`src/hw/rtl/shtp_sh2_report_parser_macros.svh`:
```
// Assertion macros for the SHTP / SH-2 report parser.
// Expects clk and arst_n in the scope of every use.
`ifndef SHTP_SH2_REPORT_PARSER_MACROS_SVH
`define SHTP_SH2_REPORT_PARSER_MACROS_SVH

// Same-cycle implication, disabled during reset.
`define SHTP_ASSERT_NOW(lbl, ante, cons, msg) \
	lbl: assert property (@(posedge clk) disable iff (!arst_n) (ante) |-> (cons)) \
		else $error(msg);

// Next-cycle implication, disabled during reset.
`define SHTP_ASSERT_NEXT(lbl, ante, cons, msg) \
	lbl: assert property (@(posedge clk) disable iff (!arst_n) (ante) |=> (cons)) \
		else $error(msg);

`endif

```
`src/hw/rtl/shtp_pkg.sv`:
```
// Shared types, codes and the report-ID length table of the SHTP report parser.
// No dependencies; imported by shtp_report_decode, the parser top level and the testbench.
`timescale 1ns / 1ps

package shtp_pkg;

	localparam int STORE_BYTES = 16;
	localparam int IDX_W       = $clog2(STORE_BYTES);

	// Register indexes of the configuration port
	localparam logic CFG_KEEP_LIMIT  = 1'b0;
	localparam logic CFG_DECODE_MASK = 1'b1;

	localparam logic [14:0] KEEP_LIMIT_RST  = 15'd320;
	localparam logic [5:0]  DECODE_MASK_RST = 6'd56;
	localparam logic [15:0] LEN_BUS_FAULT   = 16'hFFFF;
	localparam logic [14:0] HDR_BYTES       = 15'd4;
	localparam logic [7:0]  NUM_CHANNELS    = 8'd6;

	// SH-2 report IDs
	localparam logic [7:0] RID_ACCEL     = 8'h01;
	localparam logic [7:0] RID_GYRO      = 8'h02;
	localparam logic [7:0] RID_MAG       = 8'h03;
	localparam logic [7:0] RID_LIN_ACCEL = 8'h04;
	localparam logic [7:0] RID_ROT_VEC   = 8'h05;
	localparam logic [7:0] RID_GRAVITY   = 8'h06;
	localparam logic [7:0] RID_GYRO_UNC  = 8'h07;
	localparam logic [7:0] RID_GAME_ROT  = 8'h08;
	localparam logic [7:0] RID_MAG_UNC   = 8'h0F;
	localparam logic [7:0] RID_REBASE    = 8'hFA;
	localparam logic [7:0] RID_TIMEBASE  = 8'hFB;

	typedef enum logic [1:0] {
		MODE_HEADER,
		MODE_HEADER_BAD,
		MODE_BODY,
		MODE_IDLE
	} mode_t;

	typedef enum logic [2:0] {
		KIND_HEADER,
		KIND_BADLEN,
		KIND_SHORT,
		KIND_REPORT,
		KIND_UNKNOWN,
		KIND_TRUNC,
		KIND_END
	} kind_t;

	typedef logic [STORE_BYTES-1:0][7:0] rpt_bytes_t;

	// Decoded fields of one complete report
	typedef struct packed {
		logic [7:0]         report_id;
		logic [4:0]         report_length;
		logic [7:0]         sequence_res;
		logic [1:0]         accuracy;
		logic signed [15:0] axis_x;
		logic signed [15:0] axis_y;
		logic signed [15:0] axis_z;
		logic signed [31:0] time_delta;
	} rpt_fields_t;

	typedef struct packed {
		kind_t              kind;
		logic [7:0]         channel;
		logic [7:0]         sequence_res;
		logic [14:0]        cargo_length;
		logic [7:0]         report_id;
		logic [4:0]         report_length;
		logic [1:0]         accuracy;
		logic signed [15:0] axis_x;
		logic signed [15:0] axis_y;
		logic signed [15:0] axis_z;
		logic signed [31:0] time_delta;
		logic               packet_end;
	} result_t;

	function automatic logic [4:0] shtp_table_len(input logic [7:0] id);
		logic [4:0] len;
		case (id) inside
			RID_TIMEBASE, RID_REBASE:                                   len = 5'd5;
			RID_ACCEL, RID_GYRO, RID_MAG, RID_LIN_ACCEL, RID_GRAVITY:  len = 5'd10;
			RID_ROT_VEC:                                                len = 5'd14;
			RID_GYRO_UNC, RID_MAG_UNC:                                  len = 5'd16;
			RID_GAME_ROT:                                               len = 5'd12;
			default:                                                    len = 5'd0;
		endcase
		return len;
	endfunction

endpackage

```
`src/hw/rtl/shtp_rx_if.sv`:
```
// Receive channel of the SHTP report parser: one byte plus start flag per request.
// No dependencies.
`timescale 1ns / 1ps

interface shtp_rx_if;
	logic       valid;
	logic       ready;
	logic [7:0] rx_byte;
	logic       start_flag;

	modport source(output valid, rx_byte, start_flag, input ready);
	modport sink(input valid, rx_byte, start_flag, output ready);
endinterface

```
`src/hw/rtl/shtp_res_if.sv`:
```
// Result channel of the SHTP report parser: one parse result per request.
// No dependencies.
`timescale 1ns / 1ps

interface shtp_res_if;
	logic               valid;
	logic               ready;
	logic [2:0]         kind;
	logic [7:0]         channel;
	logic [7:0]         sequence_res;
	logic [14:0]        cargo_length;
	logic [7:0]         report_id;
	logic [4:0]         report_length;
	logic [1:0]         accuracy;
	logic signed [15:0] axis_x;
	logic signed [15:0] axis_y;
	logic signed [15:0] axis_z;
	logic signed [31:0] time_delta;
	logic               packet_end;

	modport source(output valid, kind, channel, sequence_res, cargo_length, report_id,
		report_length, accuracy, axis_x, axis_y, axis_z, time_delta, packet_end,
		input ready);
	modport sink(input valid, kind, channel, sequence_res, cargo_length, report_id,
		report_length, accuracy, axis_x, axis_y, axis_z, time_delta, packet_end,
		output ready);
endinterface

```
`src/hw/rtl/shtp_report_decode.sv`:
```
// Field extraction of one complete SH-2 report from its stored bytes.
// Depends on shtp_pkg.
`timescale 1ns / 1ps

module shtp_report_decode import shtp_pkg::*; (
	input  rpt_bytes_t  bytes,
	output rpt_fields_t fields
);

	logic [7:0] id;

	assign id = bytes[0];

	always_comb begin
		fields               = '0;
		fields.report_id     = id;
		fields.report_length = shtp_table_len(id);
		case (id) inside
			RID_TIMEBASE, RID_REBASE: begin
				fields.time_delta = {bytes[4], bytes[3], bytes[2], bytes[1]};
			end
			RID_ACCEL, RID_GYRO, RID_MAG, RID_LIN_ACCEL, RID_GRAVITY: begin
				fields.sequence_res = bytes[1];
				fields.accuracy     = bytes[2][1:0];
				fields.axis_x       = {bytes[5], bytes[4]};
				fields.axis_y       = {bytes[7], bytes[6]};
				fields.axis_z       = {bytes[9], bytes[8]};
			end
			default: begin
				fields.sequence_res = bytes[1];
			end
		endcase
	end

endmodule

```
`src/hw/rtl/shtp_sh2_report_parser.sv`:
```
// Top level of the SHTP / SH-2 sensor report parser.
// Depends on shtp_pkg, shtp_rx_if, shtp_res_if, shtp_report_decode and the macros header.
//
//   channel | dir | payload                                   | request moves
//   --------+-----+-------------------------------------------+-------------------------
//   rx      | in  | rx_byte, start_flag                       | one received byte
//   res     | out | kind, channel, ... , time_delta, packet_end | zero or one per byte
//   cfg     | in  | cfg_we, cfg_index, cfg_data               | one register write
//
// One byte per cycle while rx is ready: every rx request is parsed in the cycle it is
// accepted and its result, if any, lands in the result register at that same edge.
// rx stays ready while the result register is empty or being drained this cycle, so a
// stall on res holds rx only while a result waits. Reset (arst_n low) puts the parser
// in header phase with the default keep limit and channel mask; no clearing pass.
`timescale 1ns / 1ps
`include "shtp_sh2_report_parser_macros.svh"

module shtp_sh2_report_parser import shtp_pkg::*; (
	input  logic        clk,
	input  logic        arst_n,
	input  logic        cfg_we,
	input  logic        cfg_index,
	input  logic [14:0] cfg_data,
	shtp_rx_if.sink     rx,
	shtp_res_if.source  res
);

	// Configuration registers
	logic [14:0] keep_limit_q;
	logic [5:0]  decode_mask_q;

	// Parse state
	mode_t            mode_q, mode_n;
	logic [14:0]      pos_q, pos_n;
	logic [7:0]       len_low_q, len_low_n;
	logic [14:0]      len_q, len_n;
	logic [7:0]       chan_q, chan_n;
	logic [7:0]       seq_q, seq_n;
	logic             stop_q, stop_n;
	logic [4:0]       left_q, left_n;
	logic [IDX_W-1:0] idx_q, idx_n;

	// Report byte store, written one byte per accepted body byte of a decoded report
	rpt_bytes_t       store_q;
	rpt_bytes_t       view;
	logic             store_we;
	logic [IDX_W-1:0] store_addr;

	// Result register
	logic    res_valid_q;
	result_t res_q;
	result_t res_n;
	logic    have_n;

	// Shared decode of the current byte
	logic        rx_acc;
	logic [7:0]  b;
	mode_t       mode_e;
	logic [14:0] pos_e;
	logic        in_hdr, in_body, hdr_end;
	logic [15:0] raw_len;
	logic [14:0] eff;
	logic [7:0]  mask_ext;
	logic        chan_ok, dec, start_rpt, cont_rpt, done_rpt;
	logic [4:0]  rl;
	logic        fits, last;
	rpt_fields_t rpt;

	assign rx.ready = !res_valid_q || res.ready;
	assign rx_acc   = rx.valid && rx.ready;
	assign b        = rx.rx_byte;

	// A start flag restarts the header before anything else looks at the byte
	assign mode_e  = rx.start_flag ? MODE_HEADER : mode_q;
	assign pos_e   = rx.start_flag ? '0 : pos_q;
	assign in_hdr  = (mode_e == MODE_HEADER) || (mode_e == MODE_HEADER_BAD);
	assign in_body = (mode_e == MODE_BODY);
	assign hdr_end = in_hdr && (pos_e[1:0] == 2'd3);
	assign raw_len = {b, len_low_q};

	// Decoded span: the smaller of packet length and keep limit
	assign eff      = (len_q < keep_limit_q) ? len_q : keep_limit_q;
	assign mask_ext = {2'b00, decode_mask_q};
	assign chan_ok  = (chan_q < NUM_CHANNELS) && mask_ext[chan_q[2:0]];
	assign dec      = in_body && chan_ok && !stop_q && (pos_e < eff);

	assign rl        = shtp_table_len(b);
	assign fits      = ({1'b0, pos_e} + {11'd0, rl}) <= {1'b0, eff};
	assign start_rpt = dec && (left_q == '0);
	assign cont_rpt  = dec && (left_q != '0);
	assign done_rpt  = cont_rpt && (left_q == 5'd1);
	assign last      = ({1'b0, pos_e} + 16'd1) >= {1'b0, len_q};

	// Store as seen by the decoder: the byte that completes a report is not yet written
	always_comb begin
		view = store_q;
		view[idx_q] = b;
	end

	shtp_report_decode u_decode (
		.bytes  (view),
		.fields (rpt)
	);

	// Next state
	always_comb begin
		mode_n     = mode_e;
		pos_n      = pos_e;
		len_low_n  = len_low_q;
		len_n      = len_q;
		chan_n     = chan_q;
		seq_n      = seq_q;
		stop_n     = stop_q;
		left_n     = left_q;
		idx_n      = idx_q;
		store_we   = 1'b0;
		store_addr = idx_q;
		unique case (mode_e)
			MODE_HEADER, MODE_HEADER_BAD: begin
				case (pos_e[1:0])
					2'd0: begin
						len_low_n = b;
						pos_n     = 15'd1;
					end
					2'd1: begin
						mode_n = (raw_len == LEN_BUS_FAULT) ? MODE_HEADER_BAD : MODE_HEADER;
						len_n  = raw_len[14:0];
						pos_n  = 15'd2;
					end
					2'd2: begin
						chan_n = b;
						pos_n  = 15'd3;
					end
					default: begin
						seq_n = b;
						if (mode_e == MODE_HEADER_BAD || len_q < HDR_BYTES) begin
							mode_n = MODE_IDLE;
						end else begin
							mode_n = (len_q == HDR_BYTES) ? MODE_IDLE : MODE_BODY;
							if (len_q != HDR_BYTES) begin
								stop_n = 1'b0;
								left_n = '0;
								idx_n  = '0;
							end
							pos_n = HDR_BYTES;
						end
					end
				endcase
			end
			MODE_BODY: begin
				if (start_rpt) begin
					if (rl == '0 || !fits) begin
						stop_n = 1'b1;
					end else begin
						store_we   = 1'b1;
						store_addr = '0;
						idx_n      = IDX_W'(1);
						left_n     = rl - 5'd1;
					end
				end else if (cont_rpt) begin
					store_we = 1'b1;
					idx_n    = idx_q + IDX_W'(1);
					left_n   = left_q - 5'd1;
				end
				pos_n = pos_e + 15'd1;
				if (last) begin
					mode_n = MODE_IDLE;
				end
			end
			default: begin
				// Idle: drop bytes until a start flag
			end
		endcase
	end

	// Result of the current byte
	always_comb begin
		res_n              = '0;
		res_n.kind         = KIND_END;
		res_n.channel      = chan_q;
		res_n.cargo_length = len_q;
		have_n             = 1'b0;
		if (hdr_end) begin
			have_n           = 1'b1;
			res_n.packet_end = 1'b1;
			if (mode_e == MODE_HEADER_BAD) begin
				res_n.kind = KIND_BADLEN;
			end else if (len_q < HDR_BYTES) begin
				res_n.kind = KIND_SHORT;
			end else begin
				res_n.kind         = KIND_HEADER;
				res_n.sequence_res = b;
				res_n.packet_end   = (len_q == HDR_BYTES);
			end
		end else if (in_body) begin
			if (start_rpt && rl == '0) begin
				have_n          = 1'b1;
				res_n.kind      = KIND_UNKNOWN;
				res_n.report_id = b;
			end else if (start_rpt && !fits) begin
				have_n              = 1'b1;
				res_n.kind          = KIND_TRUNC;
				res_n.report_id     = b;
				res_n.report_length = rl;
			end else if (done_rpt) begin
				have_n              = 1'b1;
				res_n.kind          = KIND_REPORT;
				res_n.report_id     = rpt.report_id;
				res_n.report_length = rpt.report_length;
				res_n.sequence_res  = rpt.sequence_res;
				res_n.accuracy      = rpt.accuracy;
				res_n.axis_x        = rpt.axis_x;
				res_n.axis_y        = rpt.axis_y;
				res_n.axis_z        = rpt.axis_z;
				res_n.time_delta    = rpt.time_delta;
			end
			// Last byte of the packet always reports; END when nothing else did
			if (last) begin
				have_n           = 1'b1;
				res_n.packet_end = 1'b1;
			end
		end
	end

	// Configuration writes
	always_ff @(posedge clk or negedge arst_n) begin
		if (!arst_n) begin
			keep_limit_q  <= KEEP_LIMIT_RST;
			decode_mask_q <= DECODE_MASK_RST;
		end else if (cfg_we) begin
			unique case (cfg_index)
				CFG_KEEP_LIMIT:  keep_limit_q  <= cfg_data;
				CFG_DECODE_MASK: decode_mask_q <= cfg_data[5:0];
				default: ;
			endcase
		end
	end

	// Parse state advances only on an accepted byte
	always_ff @(posedge clk or negedge arst_n) begin
		if (!arst_n) begin
			mode_q    <= MODE_HEADER;
			pos_q     <= '0;
			len_low_q <= '0;
			len_q     <= '0;
			chan_q    <= '0;
			seq_q     <= '0;
			stop_q    <= 1'b0;
			left_q    <= '0;
			idx_q     <= '0;
		end else if (rx_acc) begin
			mode_q    <= mode_n;
			pos_q     <= pos_n;
			len_low_q <= len_low_n;
			len_q     <= len_n;
			chan_q    <= chan_n;
			seq_q     <= seq_n;
			stop_q    <= stop_n;
			left_q    <= left_n;
			idx_q     <= idx_n;
		end
	end

	always_ff @(posedge clk) begin
		if (rx_acc && store_we) begin
			store_q[store_addr] <= b;
		end
	end

	// Result register: load on a byte with a result, clear when taken
	always_ff @(posedge clk or negedge arst_n) begin
		if (!arst_n) begin
			res_valid_q <= 1'b0;
		end else if (rx_acc) begin
			res_valid_q <= have_n;
		end else if (res.ready) begin
			res_valid_q <= 1'b0;
		end
	end

	always_ff @(posedge clk) begin
		if (rx_acc && have_n) begin
			res_q <= res_n;
		end
	end

	assign res.valid         = res_valid_q;
	assign res.kind          = res_q.kind;
	assign res.channel       = res_q.channel;
	assign res.sequence_res  = res_q.sequence_res;
	assign res.cargo_length  = res_q.cargo_length;
	assign res.report_id     = res_q.report_id;
	assign res.report_length = res_q.report_length;
	assign res.accuracy      = res_q.accuracy;
	assign res.axis_x        = res_q.axis_x;
	assign res.axis_y        = res_q.axis_y;
	assign res.axis_z        = res_q.axis_z;
	assign res.time_delta    = res_q.time_delta;
	assign res.packet_end    = res_q.packet_end;

	// A result that ends the packet leaves the parser idle
	`SHTP_ASSERT_NEXT(a_end_goes_idle, rx_acc && have_n && res_n.packet_end, mode_q == MODE_IDLE, "packet end did not idle the parser")
	// A byte without a result leaves the result register empty
	`SHTP_ASSERT_NEXT(a_no_phantom, rx_acc && !have_n, !res_valid_q, "result register holds a result for a silent byte")
	// A completed report leaves no bytes pending and decoding still enabled
	`SHTP_ASSERT_NEXT(a_report_done, rx_acc && done_rpt, left_q == '0 && !stop_q, "report counter not drained after a complete report")

endmodule

```
`src/flat_wrapper.sv`:
```
// flat-port wrapper written by rule: the top's interface ports become plain ports
module shtp_sh2_report_parser_flat import shtp_pkg::*;
  (clk, arst_n, cfg_we, cfg_index, cfg_data, rx_valid, rx_rx_byte, rx_start_flag, rx_ready, res_valid, res_kind, res_channel, res_sequence_res, res_cargo_length, res_report_id, res_report_length, res_accuracy, res_axis_x, res_axis_y, res_axis_z, res_time_delta, res_packet_end, res_ready);
  shtp_rx_if rx_i ();
  shtp_res_if res_i ();
  input  logic clk;
  input  logic arst_n;
  input  logic cfg_we;
  input  logic cfg_index;
  input  logic [14:0] cfg_data;
  input wire logic [$bits(rx_i.valid)-1:0] rx_valid;
  input wire logic [$bits(rx_i.rx_byte)-1:0] rx_rx_byte;
  input wire logic [$bits(rx_i.start_flag)-1:0] rx_start_flag;
  output wire logic [$bits(rx_i.ready)-1:0] rx_ready;
  output wire logic [$bits(res_i.valid)-1:0] res_valid;
  output wire logic [$bits(res_i.kind)-1:0] res_kind;
  output wire logic [$bits(res_i.channel)-1:0] res_channel;
  output wire logic [$bits(res_i.sequence_res)-1:0] res_sequence_res;
  output wire logic [$bits(res_i.cargo_length)-1:0] res_cargo_length;
  output wire logic [$bits(res_i.report_id)-1:0] res_report_id;
  output wire logic [$bits(res_i.report_length)-1:0] res_report_length;
  output wire logic [$bits(res_i.accuracy)-1:0] res_accuracy;
  output wire logic [$bits(res_i.axis_x)-1:0] res_axis_x;
  output wire logic [$bits(res_i.axis_y)-1:0] res_axis_y;
  output wire logic [$bits(res_i.axis_z)-1:0] res_axis_z;
  output wire logic [$bits(res_i.time_delta)-1:0] res_time_delta;
  output wire logic [$bits(res_i.packet_end)-1:0] res_packet_end;
  input wire logic [$bits(res_i.ready)-1:0] res_ready;
  assign rx_i.valid = rx_valid;
  assign rx_i.rx_byte = rx_rx_byte;
  assign rx_i.start_flag = rx_start_flag;
  assign rx_ready = rx_i.ready;
  assign res_valid = res_i.valid;
  assign res_kind = res_i.kind;
  assign res_channel = res_i.channel;
  assign res_sequence_res = res_i.sequence_res;
  assign res_cargo_length = res_i.cargo_length;
  assign res_report_id = res_i.report_id;
  assign res_report_length = res_i.report_length;
  assign res_accuracy = res_i.accuracy;
  assign res_axis_x = res_i.axis_x;
  assign res_axis_y = res_i.axis_y;
  assign res_axis_z = res_i.axis_z;
  assign res_time_delta = res_i.time_delta;
  assign res_packet_end = res_i.packet_end;
  assign res_i.ready = res_ready;
  shtp_sh2_report_parser u_core (.clk(clk), .arst_n(arst_n), .cfg_we(cfg_we), .cfg_index(cfg_index), .cfg_data(cfg_data), .rx(rx_i), .res(res_i));
endmodule
```
`config.mk`:
```
export PLATFORM = sky130hd
export DESIGN_NAME = shtp_sh2_report_parser_flat
export DESIGN_NICKNAME = d
export VERILOG_FILES = /design/src/hw/rtl/shtp_pkg.sv /design/src/hw/rtl/shtp_rx_if.sv /design/src/hw/rtl/shtp_res_if.sv /design/src/hw/rtl/shtp_report_decode.sv /design/src/hw/rtl/shtp_sh2_report_parser.sv /design/src/flat_wrapper.sv
export VERILOG_INCLUDE_DIRS = /design/src /design/src/hw/rtl
export SDC_FILE = /design/constraint.sdc
export NUM_CORES = 1
export LEC_CHECK = 0
export BUFFER_PORTS_ARGS = -buffer_cell sky130_fd_sc_hd__buf_4
export CELL_PAD_IN_SITES_DETAIL_PLACEMENT = 1
export CELL_PAD_IN_SITES_GLOBAL_PLACEMENT = 1
export CORE_MARGIN = 2
export CORE_UTILIZATION = 44
export CTS_BUF_LIST = sky130_fd_sc_hd__clkbuf_4
export CTS_CLUSTER_SIZE = 8
export DETAILED_ROUTE_END_ITERATION = 10
export HOLD_SLACK_MARGIN = 0.12
export PLACE_DENSITY_LB_ADDON = 0.1
export SETUP_SLACK_MARGIN = 0.02
export SLEW_MARGIN = 20
export SYNTH_ARGS = -nofsm -noshare
export SYNTH_HDL_FRONTEND = slang
export SYNTH_SLANG_ARGS = --single-unit
```
`constraint.sdc`:
```
create_clock -name clk -period 9.7 [get_ports clk]
set_input_delay 0 -clock clk [delete_from_list [all_inputs] [get_ports clk]]
set_output_delay 0 -clock clk [all_outputs]
set_load 0.02 [all_outputs]
```
# ---- Word-level counts from Yosys, hierarchy flattened
# Index checks and enable logic that the tools add are counted.
dict set report word_totals {
  reg_bits 338
  in_bits 30
  elab_cells 239
}
dict set report op_classes {
  add_sub_neg 6
  magnitude_cmp 11
  eq_ne 38
  mux 91
  bitwise 5
  reduce_logical 49
}
# op count
set ops {}
lappend ops {{$bwmux W128} 2}
lappend ops {{$mux W50} 2}
lappend ops {{$mux W95} 1}
lappend ops {{$mux W8} 11}
lappend ops {{$mux W5} 14}
lappend ops {{$demux W8 S4} 2}
lappend ops {{$eq A8 B3 Y1 const B} 8}
lappend ops {{$mux W15} 3}
lappend ops {{$pmux W15 S3} 1}
lappend ops {{$mux W4} 11}
lappend ops {{$eq A8 B2 Y1 const B} 4}
lappend ops {{$eq A8 B4 Y1 const B} 4}
lappend ops {{$eq A8 B8 Y1 const B} 4}
lappend ops {{$mux W32} 1}
lappend ops {{$lt A15 B15 Y1} 2}
lappend ops {{$pmux W15 S2} 1}
lappend ops {{$mux W1} 25}
lappend ops {{$mux W3} 6}
lappend ops {{$add A15 B1 Y16 const B} 1}
lappend ops {{$add A15 B5 Y16} 1}
lappend ops {{$eq A16 B16 Y1 const B} 1}
lappend ops {{$eq A8 B1 Y1 const B} 2}
lappend ops {{$ge A16 B15 Y1} 1}
lappend ops {{$le A16 B15 Y1} 1}
lappend ops {{other kinds (39)} 91}

# ---- Logic depth before layout (Yosys ltp)
dict set report depth {
  ltp_word 18
  mapped_depth 26
  depth_no_buf 24
}

# ---- Cells and area by module
# A second synthesis with hierarchy kept.
dict set report unflattened {
  hier_cells 1434
  hier_area_um2 17431.7
}
# mod n_inst cells_each area_per_inst_um2
set modules_own_cells {}
lappend modules_own_cells {shtp_sh2_report_parser 1 1309 16567.1}
lappend modules_own_cells {shtp_report_decode 1 125 864.6}

# ---- Least setup slack after synthesis
# Ideal clock, no wire load.
dict set report synth_path {
  path_kind {input-to-reg}
  start {in rx_rx_byte[4]}
  end {reg u_core.res_q (netlist bit u_core.res.accuracy[0]) (enable)}
  arrival_ns 9.418
  setup_slack_ns -0.340
  cell_stages 23
  path_buffers 2
  path_cell_list {clkbuf_2 or4_1 buf_2 or4_1 o21a_1 inv_1 ha_1 nor2b_1 o21ai_0 nand2b_1 a21o_1 nor2b_1 nand2_1 xnor2_1 ha_1 nand4_1 nor3_1 a21boi_0 o221ai_1 a31oi_1 nor2_1 o211a_1 nor2_1}
}
dict set report synth_between {
  elab_chain_cells 16
}
# item line
set synth_lines {}
lappend synth_lines {{start, declared} flat_wrapper.sv:12} ;# input wire logic [$bits(rx_i.rx_byte)-1:0] rx_rx_byte;
lappend synth_lines {{$eq A8 B4 Y1 / $eq A8 B3 Y1 (equally long branches)} shtp_sh2_report_parser.sv:87} ;# assign rl = shtp_table_len(b);
lappend synth_lines {{$reduce_or A2 Y1 / $mux W4 (equally long branches)} shtp_pkg.sv:81} ;# case (id) inside
lappend synth_lines {{$mux W5 (3 in a row)} shtp_pkg.sv:81}
lappend synth_lines {{$mux W5 (*)} shtp_pkg.sv:81}
lappend synth_lines {{$add A15 B5 Y16} shtp_sh2_report_parser.sv:88} ;# assign fits = ({1'b0, pos_e} + {11'd0, rl}) <= {1'b0, eff};
lappend synth_lines {{$le A16 B15 Y1} shtp_sh2_report_parser.sv:88}
lappend synth_lines {{$logic_not A1 Y1} shtp_sh2_report_parser.sv:200} ;# end else if (start_rpt && !fits) begin
lappend synth_lines {{$logic_and A1 B1 Y1} shtp_sh2_report_parser.sv:200}
lappend synth_lines {{$mux W1} shtp_sh2_report_parser.sv:200}
lappend synth_lines {{$mux W1 (*)} shtp_sh2_report_parser.sv:196} ;# if (start_rpt && rl == '0) begin
lappend synth_lines {{$mux W1 (*)} shtp_sh2_report_parser.sv:218} ;# if (last) begin
lappend synth_lines {{$mux W1 (*)} shtp_sh2_report_parser.sv:195} ;# end else if (in_body) begin
lappend synth_lines {{$mux W1 (*)} shtp_sh2_report_parser.sv:183} ;# if (hdr_end) begin
lappend synth_lines {{$logic_and A1 B1 Y1 (*)} shtp_sh2_report_parser.sv:282} ;# if (rx_acc && have_n) begin
lappend synth_lines {{end signal, assigned} shtp_sh2_report_parser.sv:283} ;# res_q <= res_n;
lappend synth_lines {{end, declared} shtp_sh2_report_parser.sv:51} ;# result_t res_q;
# Every way passes the cells marked *; elsewhere a longest branch is shown, timed or not.
# A chain may end at the register's enable or synchronous reset.

# ---- Worst setup path after layout
dict set report layout_path {
  start {reg u_core.keep_limit_q[6]}
  end {reg u_core.res_q (netlist bit u_core.res.axis_x[14]) (data pin)}
}
dict set report layout_between {
  elab_chain_cells 8
}
# item line
set layout_lines {}
lappend layout_lines {{start, declared} shtp_sh2_report_parser.sv:29} ;# logic [14:0] keep_limit_q;
lappend layout_lines {{start signal, assigned} shtp_sh2_report_parser.sv:232} ;# CFG_KEEP_LIMIT: keep_limit_q <= cfg_data;
lappend layout_lines {{$lt A15 B15 Y1} shtp_sh2_report_parser.sv:82} ;# assign eff = (len_q < keep_limit_q) ? len_q : keep_limit_q;
lappend layout_lines {{$mux W15 (*)} shtp_sh2_report_parser.sv:82}
lappend layout_lines {{$lt A15 B15 Y1} shtp_sh2_report_parser.sv:85} ;# assign dec = in_body && chan_ok && !stop_q && (pos_e < eff);
lappend layout_lines {{$logic_and A1 B1 Y1} shtp_sh2_report_parser.sv:85}
lappend layout_lines {{$logic_and A1 B1 Y1} shtp_sh2_report_parser.sv:90} ;# assign cont_rpt = dec && (left_q != '0);
lappend layout_lines {{$logic_and A1 B1 Y1} shtp_sh2_report_parser.sv:91} ;# assign done_rpt = cont_rpt && (left_q == 5'd1);
lappend layout_lines {{$not A1 Y1 (no line)} -}
lappend layout_lines {{$reduce_or A8 Y1 (no line) (*)} -}
# Marked as above.

==> impl_metrics.py <==
metrics = {
    "clock_network": {
        "cts_tree": "done",
        "tritoncts.num_buffers": 79,
        "insertion_delay_ns": 0.72,
        "root_buffer": "clkbuf_4",
        "clk_pin_slew_ns": 0.06,
        "post_cts_buffers": 0,
        "clkSinkCount": 290,
        "cts_max_path_buffers": 3,
        "cts_resized": 0,
        "htree_levels": 3,
    },
    "timing": {
        "fin_tns_setup_ns": 0,
        "setup_ws_ns": 3.720,
        "post-route-period-util_pct": 61.65,
        "tightest_slew_ns": 1.090,
        "skew_ns": 0.05025,
        "finalMaxSlewViolations": 0,
        "setup_viol": 0,
        "fin_crit_ns": 5.980,
        "max_freq_mhz": 167.2,
        "rsz0062_at_grt": "false",
        "whs_ns": 0.2731,
        "slew_headroom_pct": 25.48,
        "hold_viol_final": 0,
    },
    "floorplanning": {
        "start_util_pct": 44.35,
        "dieArea_mm2": 0.03409,
        "die_h_um": 184.6,
        "core-area_mm2": 0.03237,
        "num_rows": 66,
        "ioPinCount": 162,
        "die_x_um": 184.6,
    },
    "logic_synthesis": {
        "syn_area_mm2": 0.01436,
        "synth_most_common_cell": "edfxtp_1",
        "synthTopCellsByArea": "edfxtp_1 (44%), dfrtp_1 (13%), ha_1 (6.4%)",
        "synth-edff-count": 210,
        "yosysWarnings": 0,
        "synth.yosys.seq_area_share_pct": 57.91,
        "syn_inst": 1282,
        "mappedNetlistNets": 1387,
        "async_reset_ff_share_pct": 27.59,
        "synthTopCellsByCount": "edfxtp_1 (210), nand2_1 (169), a21oi_1 (117), nor2_1 (87), dfrtp_1 (75)",
        "synth-seq-cells": 290,
        "syn-mean-instance-area_um2": 11.20,
        "yosys.area.top_type": "edfxtp_1",
        "ys.flop_type": "edfxtp_1",
        "yosysTopAreaCellShare_pct": 43.92,
        "synth.distinct_cells": 75,
    },
    "critical_path": {
        "critPathMaxFanout": 34,
        "rr_worst_depth": 18,
        "critPathKind": "register to register",
        "arrival_ns": 6.51,
        "r2r_slack_ns": 3.72,
        "reg2reg_to": "u_core.res.axis_x[14]",
        "required_ns": 10.23,
        "critPathLaunchType": "register",
        "worstSetupEndpointType": "register",
        "timing.rr.start": "u_core.keep_limit_q[6]",
    },
    "drt": {
        "totalWireLength_um": 44620,
        "drt-initial-drc-count": 814,
        "ant_nets": 0,
        "vias": 11340,
        "wl_per_cell_um": 21.75,
        "drc_errors": 0,
        "vias_per_cell": 5.529,
        "first_pass_iters": 5,
    },
    "placement": {
        "portBuffers": 161,
        "dpl.hpwl_um": 29550,
        "gp_congestion": 0.8501,
        "detailedPlace.worstSlack_ns": 3.684,
    },
    "hold_path": {
        "hold_start": "cfg_index",
        "whs_path_depth": 4,
        "hp-class": "primary input to register",
        "hold_path_end": "u_core.keep_limit_q[0]",
    },
    "power_and_ir_drop": {
        "p_per_area_mw_per_mm2": 211.9,
        "switchingPower_mw": 1.318,
        "ir_drop_v": 0.0001028,
        "clkPwrFrac_pct": 30.2,
        "p_leak_nw": 7.288,
        "seq_power_share_pct": 42.6,
        "combPwrFrac_pct": 27.2,
        "switching_share_pct": 34.95,
        "intPower_mw": 2.452,
    },
    "global_route": {
        "overflow": 0,
        "grt_pass1_vias": 12100,
        "grt_pass1_wl_um": 68400,
        "grt_usage_pct": 26.50,
        "grt_max_degree": 129,
        "antenna_found_initial": 2,
    },
    "finish": {
        "nets": 1652,
        "drive_gt1_share_pct": 22.59,
        "fin_util_pct": 54.96,
        "area.growth.synth_to_final_pct": 23.92,
    },
    "flow_run": {
        "max_cap_viol_count": 0,
    },
    "run_status": {
        "status": "completed",
    },
}
[metal layers]
metal | track usage (%) | part of all wire, % | wire, um | up-vias
met2 | 47.01 | 51 | 22680 | 379
met5 | 0 | 0 | 0 | -
met4 | 11.43 | 3.8 | 1677 | 0
met1 | 31.55 | 40 | 18020 | 5616
met3 | 4.762 | 5.0 | 2237 | 92
li1 | - | - | - | 5252
[what timing repair did]
action | 4_1_cts | 5_1_grt
endpoints found under the setup margin | 0 | 0
hold buffers | 76 | 0
endpoints found under the hold margin | 325 | 0
[cells in the final DEF, fill, tap and decap left out, types with 13 or more instances in the layout]
cell and n:
inv_1 54, nor2b_1 17, edfxtp_1 210, ha_1 74, nand2_1 169, nand4_1 18, buf_4 170, a21o_1 14
nor2_1 86, mux2i_1 23, a22o_1 17, nand3_1 51, clkbuf_4 127, dlygate4sd3_1 75, nand2b_1 13, dfrtp_1 75
o21ai_0 65, mux2_2 34, xnor2_1 13, a21oi_1 117
[critical path: stages, from the launching register on]
cell	delay [ns]
dfstp_2	0.53
inv_1	0.05
ha_1	0.29
and2_0	0.23
a221o_1	0.35
a41oi_1	0.27
o21ai_1	0.13
buf_4	0.26
a21oi_1	0.34
ha_1	0.31
a21o_1	0.16
a21oi_1	0.17
o21a_1	0.20
or2_2	0.15
and3_1	0.20
nand3b_1	0.38
nand4b_1	0.98
buf_4	0.57
a21oi_1	0.19
[kinds of logic (layout without fill, tap and decap cells)]
group | Yosys count | after routing | share of synthesized area, %
flops | 290 | 290 | 57.91
simple gates | 436 | 436 | 14.43
mux | 58 | 58 | 4.375
compound gates | 286 | 286 | 12.23
xor+xnor | 20 | 20 | 1.220
buf+inv | 117 | 442 | 3.250
other cells | 0 | 2 | 0
fa+ha+maj | 75 | 75 | 6.588
[sequential cells by signal (all words and copies together), names as in the netlist, 15 cells and up]
signal and flops:
u_core.keep_limit_q 15, u_core.len_q 15, u_core.pos_q 15, u_core.res.axis_x 16, u_core.res.axis_y 16, u_core.res.axis_z 16, u_core.res.cargo_length 15, u_core.res.time_delta 32
u_core.store_q 80
[worst max path at each step]
stage                                       from                      to  slack [ns]
after detailed placement           rx_rx_byte[1]    u_core.res.axis_x[6]        3.68
final                     u_core.keep_limit_q[6]   u_core.res.axis_x[14]        3.72
after global routing      u_core.keep_limit_q[8]   u_core.res.axis_x[14]        3.21
after CTS                 u_core.keep_limit_q[6]   u_core.res.axis_x[14]        3.83
after floorplan                    rx_rx_byte[4]  u_core.res.accuracy[0]        1.88
after global placement             rx_rx_byte[1]  u_core.res.accuracy[1]        3.85
[power by group through the flow]
| stage | clock [mW] | combinational (mW) | sequential [mW] |
|---|---|---|---|
| 6_report | 1.14 | 1.03 | 1.61 |
| 5_1_grt | 1.24 | 1.14 | 1.61 |
| 4_1_cts | 1.17 | 1.01 | 1.60 |
| 3_5_place_dp | 0 | 0.973 | 1.62 |
| 3_3_place_gp | 0 | 0.938 | 1.62 |
| 2_1_floorplan | 0 | 0.677 | 1.56 |
[through the flow]
stage | instance area (um2) | power [mW] | cells
6_report | 17790 | 3.770 | 2051
5_1_grt | 17790 | 3.991 | 2051
4_1_cts | 17780 | 3.782 | 2049
3_5_place_dp | 15960 | 2.598 | 1832
3_3_place_gp | 15950 | 2.558 | 1832
2_1_floorplan | 14360 | 2.237 | 1282
[final cells by class]
cell class	instances	area [um2]
fill	3540	14580
sequential	290	8314
multi-input combinational	875	5602
timing repair buffer	247	2074
clock buffer	127	953.4
tap	442	553.0
inverter	54	202.7
clock inverter	14	87.58
antenna	2	5.005
Power figures use the tool's default switching activity.
